==> src/rtl/swt_pkg.sv <==
`timescale 1ns / 1ps
// Shared types and constants for the single-wire 8N1 serial transceiver.
// No dependencies; used by swt_core and the top level.
package swt_pkg;

    localparam int unsigned DATA_BITS       = 8;
    localparam int unsigned TICK_W          = 16;
    localparam int unsigned IDX_W           = 4;
    localparam logic [TICK_W-1:0] BIT_TICKS_RESET = 16'd16;
    localparam logic [TICK_W-1:0] BIT_TICKS_MIN   = 16'd2;
    // start + data + stop
    localparam logic [IDX_W-1:0]  TX_LAST_IDX = 4'(DATA_BITS + 1);
    localparam logic [IDX_W-1:0]  RX_LAST_IDX = 4'(DATA_BITS - 1);

    typedef enum logic [5:0] {
        PH_IDLE    = 6'b000001,
        PH_TX      = 6'b000010,
        PH_RX_HALF = 6'b000100,
        PH_RX_DATA = 6'b001000,
        PH_RX_HIGH = 6'b010000,
        PH_RX_STOP = 6'b100000
    } phase_t;

    typedef struct packed {
        logic       func;
        logic [7:0] tx_byte;
        logic       line_in;
    } in_word_t;

    typedef struct packed {
        logic       line_out;
        logic       drive_enable;
        logic [7:0] rx_byte;
        logic       rx_valid;
        logic       busy_res;
        logic       send_refused;
    } out_word_t;

endpackage

==> src/rtl/swt_core.sv <==
`timescale 1ns / 1ps
// Frame sequencer: phase, tick counter, bit index and shift registers.
// Depends on swt_pkg. Result word is combinational from state, input word and bit_ticks.
module swt_core (
    input  logic                          aclk,
    input  logic                          aresetn,
    input  logic                          step,
    input  swt_pkg::in_word_t             in_word,
    input  logic [swt_pkg::TICK_W-1:0]    bit_ticks,
    output swt_pkg::out_word_t            result
);

    swt_pkg::phase_t                 phase_reg, phase_next;
    logic [swt_pkg::TICK_W-1:0]      tick_reg, tick_next;
    logic [swt_pkg::IDX_W-1:0]       idx_reg, idx_next;
    logic [7:0]                      tx_shift_reg, tx_shift_next;
    logic [7:0]                      rx_shift_reg, rx_shift_next;

    logic [swt_pkg::TICK_W-1:0]      period;
    logic [swt_pkg::TICK_W:0]        tick_inc;
    logic                            rx_started;
    logic [swt_pkg::IDX_W-1:0]       tx_bit_sel;

    assign period = (bit_ticks < swt_pkg::BIT_TICKS_MIN) ? swt_pkg::BIT_TICKS_MIN : bit_ticks;

    always_comb begin
        phase_next    = phase_reg;
        tick_next     = tick_reg;
        idx_next      = idx_reg;
        tx_shift_next = tx_shift_reg;
        rx_shift_next = rx_shift_reg;
        rx_started    = 1'b0;

        result.line_out     = 1'b1;
        result.drive_enable = 1'b0;
        result.rx_byte      = 8'd0;
        result.rx_valid     = 1'b0;
        result.busy_res     = 1'b0;
        result.send_refused = 1'b0;

        if (phase_reg == swt_pkg::PH_IDLE) begin
            if (in_word.func) begin
                phase_next    = swt_pkg::PH_TX;
                tx_shift_next = in_word.tx_byte;
                idx_next      = '0;
                tick_next     = '0;
            end else if (!in_word.line_in) begin
                phase_next    = swt_pkg::PH_RX_HALF;
                rx_shift_next = 8'd0;
                idx_next      = '0;
                tick_next     = '0;
                result.busy_res = 1'b1;
                rx_started    = 1'b1;
            end
        end else if (in_word.func) begin
            result.send_refused = 1'b1;
        end

        tick_inc   = {1'b0, tick_next} + 17'd1;
        tx_bit_sel = idx_next - 4'd1;

        case (phase_next)
            swt_pkg::PH_TX: begin
                result.busy_res     = 1'b1;
                result.drive_enable = 1'b1;
                if (idx_next == '0) begin
                    result.line_out = 1'b0;
                end else if (idx_next <= 4'(swt_pkg::DATA_BITS)) begin
                    result.line_out = tx_shift_next[tx_bit_sel[2:0]];
                end else begin
                    result.line_out = 1'b1;
                end
                if (tick_inc >= {1'b0, period}) begin
                    tick_next = '0;
                    if (idx_next == swt_pkg::TX_LAST_IDX) begin
                        idx_next   = '0;
                        phase_next = swt_pkg::PH_IDLE;
                    end else begin
                        idx_next = idx_next + 4'd1;
                    end
                end else begin
                    tick_next = tick_inc[swt_pkg::TICK_W-1:0];
                end
            end
            swt_pkg::PH_RX_HALF: begin
                // start edge tick itself does not count toward the half-bit wait
                if (!rx_started) begin
                    result.busy_res = 1'b1;
                    if (tick_inc >= {2'b00, period[swt_pkg::TICK_W-1:1]}) begin
                        tick_next  = '0;
                        phase_next = swt_pkg::PH_RX_DATA;
                    end else begin
                        tick_next = tick_inc[swt_pkg::TICK_W-1:0];
                    end
                end
            end
            swt_pkg::PH_RX_DATA: begin
                result.busy_res = 1'b1;
                if (tick_inc >= {1'b0, period}) begin
                    tick_next = '0;
                    rx_shift_next[idx_next[2:0]] = rx_shift_next[idx_next[2:0]] | in_word.line_in;
                    if (idx_next == swt_pkg::RX_LAST_IDX) begin
                        idx_next   = '0;
                        phase_next = swt_pkg::PH_RX_HIGH;
                    end else begin
                        idx_next = idx_next + 4'd1;
                    end
                end else begin
                    tick_next = tick_inc[swt_pkg::TICK_W-1:0];
                end
            end
            swt_pkg::PH_RX_HIGH: begin
                result.busy_res = 1'b1;
                if (in_word.line_in) begin
                    tick_next  = '0;
                    phase_next = swt_pkg::PH_RX_STOP;
                end
            end
            swt_pkg::PH_RX_STOP: begin
                result.busy_res = 1'b1;
                if (tick_inc >= {1'b0, period}) begin
                    tick_next       = '0;
                    result.rx_valid = 1'b1;
                    result.rx_byte  = rx_shift_next;
                    phase_next      = swt_pkg::PH_IDLE;
                end else begin
                    tick_next = tick_inc[swt_pkg::TICK_W-1:0];
                end
            end
            default: begin
                // idle with no request and a high line: nothing happens
            end
        endcase
    end

    always_ff @(posedge aclk) begin
        if (!aresetn) begin
            phase_reg    <= swt_pkg::PH_IDLE;
            tick_reg     <= '0;
            idx_reg      <= '0;
            tx_shift_reg <= '0;
            rx_shift_reg <= '0;
        end else if (step) begin
            phase_reg    <= phase_next;
            tick_reg     <= tick_next;
            idx_reg      <= idx_next;
            tx_shift_reg <= tx_shift_next;
            rx_shift_reg <= rx_shift_next;
        end
    end

endmodule

==> src/rtl/single_wire_serial_8n1_transceiver.sv <==
`timescale 1ns / 1ps
// Single-wire 8N1 serial transceiver, one tick per input word.
// The result word is registered and appears on m_ in the cycle after its input word is accepted.
// Throughput: one word per cycle while m_ready keeps up; the output register frees itself when m_ready is high.
// Reset (aresetn, synchronous, active low): idle phase, counters and shifters cleared,
// bit_ticks back to 16, output register empty.
// Depends on swt_pkg and swt_core.
module single_wire_serial_8n1_transceiver (
    input  logic                        aclk,
    input  logic                        aresetn,
    input  logic                        s_valid,
    output logic                        s_ready,
    input  swt_pkg::in_word_t           s_data,
    output logic                        m_valid,
    input  logic                        m_ready,
    output swt_pkg::out_word_t          m_data,
    input  logic                        cfg_we,
    input  logic [swt_pkg::TICK_W-1:0]  cfg_wdata
);

    logic [swt_pkg::TICK_W-1:0] bit_ticks_reg;
    logic                       m_valid_reg, m_valid_next;
    swt_pkg::out_word_t         m_data_reg;
    swt_pkg::out_word_t         result;
    logic                       accept;

    assign s_ready = !m_valid_reg || m_ready;
    assign accept  = s_valid && s_ready;
    assign m_valid = m_valid_reg;
    assign m_data  = m_data_reg;

    swt_core u_core (
        .aclk      (aclk),
        .aresetn   (aresetn),
        .step      (accept),
        .in_word   (s_data),
        .bit_ticks (bit_ticks_reg),
        .result    (result)
    );

    always_comb begin
        m_valid_next = m_valid_reg;
        if (accept) begin
            m_valid_next = 1'b1;
        end else if (m_ready) begin
            m_valid_next = 1'b0;
        end
    end

    always_ff @(posedge aclk) begin
        if (!aresetn) begin
            bit_ticks_reg <= swt_pkg::BIT_TICKS_RESET;
            m_valid_reg   <= 1'b0;
        end else begin
            m_valid_reg <= m_valid_next;
            if (cfg_we) begin
                bit_ticks_reg <= cfg_wdata;
            end
        end
    end

    always_ff @(posedge aclk) begin
        if (accept) begin
            m_data_reg <= result;
        end
    end

endmodule
==> config.mk <==
export PLATFORM = sky130hd
export DESIGN_NAME = single_wire_serial_8n1_transceiver
export DESIGN_NICKNAME = d
export VERILOG_FILES = /design/src/rtl/swt_pkg.sv /design/src/rtl/swt_core.sv /design/src/rtl/single_wire_serial_8n1_transceiver.sv
export SDC_FILE = /design/constraint.sdc
export NUM_CORES = 1
export LEC_CHECK = 0
export ABC_CLOCK_PERIOD_IN_PS = 5860
export BUFFER_PORTS_ARGS = -buffer_cell sky130_fd_sc_hd__clkbuf_2
export CAP_MARGIN = 25
export CORE_UTILIZATION = 60
export CTS_BUF_LIST = sky130_fd_sc_hd__clkbuf_4 sky130_fd_sc_hd__clkbuf_8
export DETAILED_ROUTE_END_ITERATION = 8
export GPL_TIMING_DRIVEN = 0
export HOLD_SLACK_MARGIN = 0.1
export PLACE_DENSITY = 0.77
export SYNTH_ARGS = -nofsm -noshare
export SYNTH_HDL_FRONTEND = slang
export SYNTH_SLANG_ARGS = --single-unit
==> constraint.sdc <==
create_clock -name aclk -period 5.86 [get_ports aclk]
set_clock_uncertainty 0.15 [all_clocks]
set_input_delay 0.293 -clock aclk [delete_from_list [all_inputs] [get_ports aclk]]
set_output_delay 0.293 -clock aclk [all_outputs]
set_load 0.01 [all_outputs]
# Yosys cells after proc, flatten, opt, wreduce, memory -nomap -nowiden
# Cells that the tools add are included.
# Widths: inputs -> output; s select.
[totals]
regBits = 72
inputBits = 31
output_inout_bits = 15
[op_classes]
add_sub_neg = 3
order_cmp = 7
eq_ne = 8
n_mux = 53
bitwise_logic = 1
reduce_logical = 9
[op_table]
columns = ["operator", "n"]
rows = [
  ["$mux 16", 8],
  ["$mux 6", 11],
  ["$mux 8", 7],
  ["$pmux 16 s3", 1],
  ["$pmux 6 s5", 1],
  ["$mux 4", 7],
  ["$add 16x1->17 const B", 1],
  ["$ge 17x15->1", 1],
  ["$ge 17x16->1", 1],
  ["$lt 16x2->1 const B", 1],
  ["$mux 1", 13],
  ["$bwmux 8", 1],
  ["$lt 3x4->1 const B", 2],
  ["$pmux 4 s2", 1],
  ["$bmux 1 s3", 2],
  ["$eq 6x1->1 const B", 1],
  ["$eq 6x2->1 const B", 1],
  ["$eq 6x3->1 const B", 1],
  ["$eq 6x4->1 const B", 1],
  ["$eq 6x5->1 const B", 1],
  ["$eq 6x6->1 const B", 1],
  ["$reduce_or 5->1", 1],
  ["$add 4x1->4 const B", 1],
  ["$eq 4x3->1 const B", 1],
  ["other kinds (13)", 14],
]

# Logic depth before layout (Yosys ltp)
# Gate-level depths: netlist (run 1).
[depth]
depth_word = 10
depth_mapped = 20
depth_no_buf = 16

# By module
# Synthesis (run 1) repeated with hierarchy kept, for this count alone.
[hier_totals]
cells_unflattened = 506
hier_area_um2 = 4615.7
[by_module_without_submodules]
columns = ["module", "instances", "cells_per_inst", "area_each_um2"]
rows = [
  ["swt_core", 1, 437, 3568.4],
  ["single_wire_serial_8n1_transceiver", 1, 69, 1047.3],
]

# Worst setup path after synthesis (run 1)
# OpenSTA, ideal clock, no wires.
[synth_timing]
path_type = "register -> register"
startpoint = "register u_core.phase_reg[1]"
endpoint = "register u_core.rx_shift_reg[4]"
arrival_ps = 4304
required_ps = 5651
setup_slack_ps = 1347
stages_incl_launch_ff = 19
synth_period_minus_slack_ps = 4513
cell_sequence = "dfxtp_1 -> or4_4 -> or3_1 -> buf_2 -> clkbuf_1 -> and2_1 -> ha_1 -> nand4_1 -> xor2_1 -> nor2_1 -> ha_1 -> nand4_1 -> a2111oi_0 -> a211oi_1 -> o211a_2 -> clkbuf_1 -> nor4b_1 -> mux2i_1 -> and2_1"
[synth_between]
elab_chain_len = 9
[synth_rtl]
columns = ["element", "line", "rtl"]
rows = [
  ["start: declaration", "swt_core.sv:13", "swt_pkg::phase_t phase_reg, phase_next;"],
  ["start signal: assignment", "swt_core.sv:138", "phase_reg <= swt_pkg::PH_IDLE;"],
  ["start signal: assignment", "swt_core.sv:144", "phase_reg <= phase_next;"],
  ["branches (longest 8 deep; another with $add 16x1->17)", "n/a", ""],
  ["$mux 8 (*)", "swt_core.sv:62", "case (phase_next)"],
  ["end signal: assignment", "swt_core.sv:148", "rx_shift_reg <= rx_shift_next;"],
  ["end: declaration", "swt_core.sv:17", "logic [7:0] rx_shift_reg, rx_shift_next;"],
]
# Every way passes the cells marked *. The select of a mux whose other input is x is not followed.
# A chain may end at the register's enable or synchronous reset.

# Worst setup path after layout (run 1)
# Same ends and word-level chain as after synthesis.

==> key figures, run 1 <==
Outcome
  • Status: complete, no violations

STA
  • Final period utilization: 91.21%
  • Fin crit period: 5.345 ns
  • Slew Viols, Final: 0
  • Unrepaired setup endpoints after global routing: no
  • Max Fclk: 187.1 MHz
  • Final Hold Viols: 0
  • Worst-margin pin slew: 0.7386 ns
  • Slew margin rel.: 50.38%
  • Hold slack: 0.1095 ns
  • Final setup viols: 0
  • Setup ws final: 0.5149 ns
  • Final TNS setup: 0 ns

Cells and area
  • ANT cells: 0
  • Fin nets: 658
  • # fillers: 577
  • Multi-input logic area: 2761 um^2
  • Layout cell share with drive strength beyond 1: 13.23%
  • Fin util: 73.39%
  • Sequential cell area: 1572 um^2
  • Area Growth Syn to Fin: 17.60%

Yosys
  • Seq cells post-synth: 72
  • Syn Nets: 577
  • Synth area leader: dfxtp_1
  • Avg Synthesized Cell Area: 8.905 um^2
  • Main area contributors after synthesis: dfxtp_1, ha_1, edfxtp_1, mux2i_1, nand2_1
  • Synth Instances: 511
  • Post-synth cell types: 66
  • Post-synth top cells: dfxtp_1, nand2_1, ha_1
  • Post-synth EDFFs: 13
  • Count leader, synth: dfxtp_1
  • Area share of the largest cell type after synthesis: 25.96%
  • Mapped cell area: 4551 um^2
  • Synth async-reset ratio: 0%
  • Synth Warn #: 0
  • Primary FF master, synth: dfxtp_1
  • Seq/Total Area, Yosys: 34.53%

Drt
  • DRT Wirelength: 11,460 um
  • Via count: 4,182
  • Vias per cell: 6.009
  • DRC viols: 0
  • DR iter-0 viols: 382
  • Wirelength per Cell: 16.47 um
  • Post-DRT Antenna Nets: 0
  • Drt pass-1 iters: 6

Floorplan
  • Die Ht: 89.09 um
  • Num ports: 46
  • Row cnt: 31
  • Placeable Area: 7292 um^2
  • Area of the die: 7937 um^2
  • Die W: 89.09 um
  • Initial Util: 62.41%

Power
  • Static leakage: 2.234 nW
  • Pwr Density: 230.3 nW/um^2
  • Overall power: 0.001233 W
  • Worst vdd ir: 0.0001293 V

CTS
  • Clock slew at reported path FFs: 0.09 ns
  • H-tree Lvls: 3
  • Post-CTS Setup Bufs: 0
  • Clock Latency Late Sink: 0.36 ns
  • Clock buffer depth: 2
  • Hold buffer count at cts: 25
  • Clock sinks: 72
  • CTS tree: yes
  • CTS Buf Count: 9
  • Post-CTS sizing: 0
  • Root Buffer: clkbuf_8

GRT
  • Global-route wire length before repair: 18,550 um
  • Vias in the first global route: 3,898
  • Initial antenna violation count: 0
  • GRT overflow: 0
  • GRT Util Overall: 30.73%
  • Largest net degree at the start of global routing: 23

Placement
  • Post-DP HPWL: 8136 um
  • Port Buf Inserts: 44
  • Post-Place Setup Slack: 0.6285 ns
  • Placer congestion estimate: 0.8932

Worst setup path
  • CP startpoint kind: flip-flop
  • Critical path class: flip-flop to flip-flop
  • Crit path capture type: flip-flop
  • Worst Path Max Fanout: 10
  • Critical Path RT: 6.01 ns
  • Arr. time, crit path: 5.49 ns
  • R2r setup slk: 0.51 ns

Hold path
  • Hold Path Class: primary input to flip-flop

Flow run
  • MaxCap Viol Count: 0
[cells by family (layout without fill, tap and decap cells)]
| logic type | after synthesis | after routing | synth area share [%] |
|---|---|---|---|
| buffers and inverters | 56 | 142 | 4.784 |
| AOI/OAI and AO/OA | 109 | 109 | 17.40 |
| muxes | 33 | 33 | 7.864 |
| adders and majority gates | 35 | 35 | 9.623 |
| xor gates and xnor gates | 15 | 15 | 2.887 |
| DFF | 72 | 72 | 34.53 |
| and+or+nand+nor | 191 | 191 | 22.90 |
[layout make-up]
class | count | area share (%)
Inverter | 33 | 2.315
Buffer | 23 | 1.754
Clock inverter | 6 | 1.122
Tap cell | 99 | 2.315
Clock buffer | 10 | 2.455
Sequential cell | 72 | 29.37
Timing Repair Buffer | 70 | 9.072
Multi-Input combinational cell | 383 | 51.60
[power breakdown]
part | total (W) | leakage, nW | internal [W] | switching, W
clock | 0.000394 | 0.0971 | 0.000199 | 0.000195
sequential | 0.000550 | 0.610 | 0.000530 | 0.0000191
combinational | 0.000289 | 1.53 | 0.000116 | 0.000173
[layout by cell type (no fill, tap or decap), types with 14 or more instances in the layout]
cell and n:
nor3_1 19, mux2i_1 29, nor2b_1 22, inv_1 33, ha_1 35, clkbuf_2 44
a22o_1 15, dlygate4sd3_1 25, nor2_1 25, o21ai_0 21, clkbuf_1 18, dfxtp_1 59
a21oi_1 14, nand2_1 42
[per-stage QoR]
stage	area, um^2	cells
floorplan	4551	511
global placement	4895	654
detailed placement	4895	654
CTS	5336	695
global route	5351	696
finish	5351	696
[path summary, 6_finish.rpt]
| check | from | depth (start not counted) | end |
|---|---|---|---|
| setup / recovery | u_core.phase_reg[1] | 18 | u_core.rx_shift_reg[4] |
| hold / removal | m_ready | 3 | m_valid |
| setup reg to reg | u_core.phase_reg[1] | 18 | u_core.rx_shift_reg[4] |
| hold reg to reg | u_core.tx_shift_reg[2] | 2 | u_core.tx_shift_reg[2] |
[per-layer routing]
| layer | vias to the layer above | part of all wire [%] | global-route usage, % |
|---|---|---|---|
| met1 | 1994 | 47 | 42.19 |
| met4 | 0 | 1.3 | 9.812 |
| met3 | 16 | 4.5 | 3.970 |
| met2 | 137 | 47 | 50.31 |
| li1 | 2035 | - | - |
| met5 | - | 0 | 0 |
[critical path, stage by stage, from the launching register on]
cell       delay, ns
dfxtp_1         0.40
or4_4           0.60
or3_1           0.35
buf_2           0.16
clkbuf_1        0.25
and2_1          0.29
ha_1            0.30
nand4_1         0.15
xor2_1          0.16
nor2_1          0.11
ha_1            0.33
nand4_1         0.12
a2111oi_0       0.39
a211oi_1        0.14
o211a_2         0.31
clkbuf_1        0.24
nor4b_1         0.46
mux2i_1         0.23
and2_1          0.13
Note: power is estimated with default switching activity, not from simulation.
==> run 2, diff against run 1 <==
--- a/config.mk
+++ b/config.mk
@@ -5,7 +5,7 @@
 export SDC_FILE = /design/constraint.sdc
 export NUM_CORES = 1
 export LEC_CHECK = 0
-export ABC_CLOCK_PERIOD_IN_PS = 5860
+export ABC_CLOCK_PERIOD_IN_PS = 6500
 export BUFFER_PORTS_ARGS = -buffer_cell sky130_fd_sc_hd__clkbuf_2
 export CAP_MARGIN = 25
 export CORE_UTILIZATION = 60
@@ -14,6 +14,7 @@
 export GPL_TIMING_DRIVEN = 0
 export HOLD_SLACK_MARGIN = 0.1
 export PLACE_DENSITY = 0.77
+export RECOVER_POWER = 25
 export SYNTH_ARGS = -nofsm -noshare
 export SYNTH_HDL_FRONTEND = slang
 export SYNTH_SLANG_ARGS = --single-unit
==> constraint.sdc (replaced) <==
create_clock -name aclk -period 6.5 [get_ports aclk]
set_clock_uncertainty 0.15 [all_clocks]
set_input_delay 0.325 -clock aclk [delete_from_list [all_inputs] [get_ports aclk]]
set_output_delay 0.325 -clock aclk [all_outputs]
set_load 0.01 [all_outputs]
==> run 2 against run 1 <==
  * Total power decreased by 11%
  * Worst setup slack improved by 0.62 ns
  * Sequential power decreased by 10%
  * Global-route usage decreased by 1.1 points
  * Core utilization decreased by 1.4 points
  * Via count decreased by 0.98%
  * Clock power decreased by 11%
  * Register-to-register slack improved by 0.62 ns
  * Fmax decreased by 0.47%
  * Wire length decreased by 3.9%
  * Hold slack got worse by 0.0081 ns
  * Critical path type unchanged
  * Critical endpoint is now u_core.rx_shift_reg[6]
==> key figures, run 2 (same netlist as run 1, synthesis figures left out) <==
Flow run
  • MaxCap Viol Count: 0 (unchanged)

Worst setup path
  • R2r worst-path depth: 18 (unchanged)
  • Critical path buffer and inverter count: 3 (unchanged)
  • R2r setup slk: 1.13 ns (+0.62 ns)
  • Arr. time, crit path: 5.52 ns (+0.03 ns)
  • Reg-to-Reg Start: u_core.phase_reg[1]
  • CP delay by family, top: simple AND/OR/NAND/NOR gates
  • Critical-path cell list: or4_4 -> or3_1 -> buf_2 -> clkbuf_1 -> and2_1 -> ha_1 -> nand4_1 -> xor2_1 -> nor2_1 -> ha_1 -> nand4_1 -> a2111oi_0 -> a211oi_1 -> o211a_2 -> clkbuf_1 -> nor4b_1 -> mux2i_1 -> and2_1
  • Max incr delay on CP: 0.59 ns (about the same)
  • CP startpoint kind: flip-flop
  • Critical path class: flip-flop to flip-flop
  • Worst Path Max Fanout: 10 (unchanged)
  • Slowest CP cell: or4_4
  • R2R Path End: u_core.rx_shift_reg[6]
  • Crit path capture type: flip-flop
  • Critical Path RT: 6.65 ns (+0.64 ns)

Drt
  • Drt pass-1 iters: 5 (-1)
  • Via count: 4,141 (-0.98%)
  • DR iter-0 viols: 318 (-17%)
  • Vias per cell: 6.019 (+0.17%)
  • Wirelength per Cell: 16.01 um (-2.8%)
  • Post-DRT Antenna Nets: 0 (unchanged)
  • DRT Wirelength: 11,010 um (-3.9%)
  • DRC viols: 0 (unchanged)

Cells and area
  • Design Area, Final: 5251 um^2 (-1.9%)
  • Final std cells w/o fill: 688 (-1.1%)
  • Sequential cell area: 1572 um^2 (unchanged)
  • Multi-input logic area: 2761 um^2 (unchanged)
  • Fin nets: 650 (-1.2%)
  • ANT cells: 0 (unchanged)
  • Most frequent cells in the layout: dfxtp_1, nand2_1, ha_1
  • Area Growth Syn to Fin: 15.40%
  • Commonest non-fill, non-tap cell in the layout: dfxtp_1
  • Layout cell share with drive strength beyond 1: 10.70% (-2.5 points)
  • # fillers: 609 (+5.5%)

STA
  • Final setup viols: 0 (unchanged)
  • Unrepaired setup endpoints after global routing: no
  • Fin crit period: 5.370 ns (+0.02496 ns)
  • Worst-margin pin slew: 0.7719 ns (+0.03333 ns)
  • Final Hold Viols: 0 (unchanged)
  • Max Fclk: 186.2 MHz (-0.47%)
  • Final TNS setup: 0 ns (unchanged)
  • Final period utilization: 82.62% (-8.6 points)
  • Slew Viols, Final: 0 (unchanged)
  • Hold slack: 0.1015 ns (-0.008051 ns)
  • Slew margin rel.: 48.14% (-2.2 points)

Power
  • Pwr Density: 209.2 nW/um^2 (-9.2%)
  • Static leakage: 2.152 nW (-3.7%)
  • Worst vdd ir: 0.0001112 V (-14%)

GRT
  • Vias in the first global route: 3,791 (-2.7%)
  • Largest net degree at the start of global routing: 23 (unchanged)
  • Global-route wire length before repair: 17,950 um (-3.3%)
  • GRT overflow: 0 (unchanged)
  • Initial antenna violation count: 0 (unchanged)
  • GRT Util Overall: 29.63% (-1.1 points)

Hold path
  • Hold Path End: bit_ticks_reg[10]
  • Hold path depth: 3 (unchanged)
  • Hold Path Class: primary input to flip-flop
  • Hold path startpoint: cfg_wdata[10]

Floorplan
  • Row cnt: 31 (unchanged)
  • Placeable Area: 7292 um^2 (unchanged)
  • Initial Util: 62.41% (unchanged)
  • Num ports: 46 (unchanged)
  • Die Ht: 89.09 um (unchanged)
  • Die W: 89.09 um (unchanged)
  • Area of the die: 7937 um^2 (unchanged)

Placement
  • Post-DP HPWL: 8136 um (unchanged)
  • Dpl cell area: 4895 um^2 (unchanged)
  • Placer congestion estimate: 0.8932 (unchanged)
  • Inst Count DP: 654 (unchanged)
  • Port Buf Inserts: 44 (unchanged)

CTS
  • Post-CTS Setup Bufs: 0 (unchanged)
  • H-tree Lvls: 3 (unchanged)
  • Root Buffer: clkbuf_8
  • CTS tree: yes
  • Post-CTS sizing: 0 (unchanged)
  • CTS Buf Count: 9 (unchanged)
  • Clock Latency Late Sink: 0.35 ns (about the same)
  • Clock slew at reported path FFs: 0.08 ns (about the same)
  • Clock buffer depth: 2 (unchanged)
  • Clock sinks: 72 (unchanged)

Outcome
  • Status: complete, no violations
[run 2: per-layer routing]
metal	vias to the layer above	wire length (um)	GRT usage, %
met5	-	0	0
met4	0	129	10.10
met3	13	609	4.155
met2	152	5073	46.63
met1	1958	5201	41.78
li1	2018	-	-
[run 2: worst max-delay path by stage]
stage                        startpoint                     end  depth (start not counted)
detailed placement  u_core.phase_reg[1]  u_core.rx_shift_reg[4]                         18
floorplan           u_core.phase_reg[1]  u_core.rx_shift_reg[4]                         18
global route        u_core.phase_reg[1]  u_core.rx_shift_reg[4]                         18
finish              u_core.phase_reg[1]  u_core.rx_shift_reg[6]                         18
CTS                 u_core.phase_reg[1]  u_core.rx_shift_reg[6]                         18
global placement    u_core.phase_reg[1]  u_core.rx_shift_reg[6]                         18
[run 2: cell type report]
type	count	area share, %
plain buffers	23	1.787
clock buffers	10	2.502
clock inverters	6	1.144
inverters	33	2.359
multi-input cells	383	52.59
flip-flops and latches	72	29.93
well taps	99	2.359
repair buffers	62	7.339
[run 2: metrics by stage]
stage / power [W] / setup WS (ns) / util, %
2_1_floorplan: 0.0006746 / 1.987 / -
3_3_place_gp: 0.0007376 / 1.329 / 67.12
3_5_place_dp: 0.0007459 / 1.269 / 67.12
4_1_cts: 0.001098 / 1.218 / 72.08
5_1_grt: 0.001149 / 0.8213 / 72.01
6_report: 0.001098 / 1.130 / 72.01
[run 2: worst min-delay path, delay by kind of cell]
family / cells / cell delay [ns]
buf+inv: 1 / 0.08
simple gates: 1 / 0.11
mux: 1 / 0.06
[run 2: what timing repair did]
item                       in CTS  in global routing
setup endpoints to repair       0                  0
hold endpoints to repair       17                  0
hold buffers                   17                  0
[run 2: report_power, final]
part	total, W	switching [W]	internal, W	leakage [nW]
clock network	0.000350	0.000171	0.000180	0.0971
logic	0.000253	0.000153	0.0000998	1.44
registers	0.000495	0.0000168	0.000478	0.610
total	0.00110	0.000341	0.000758	2.15
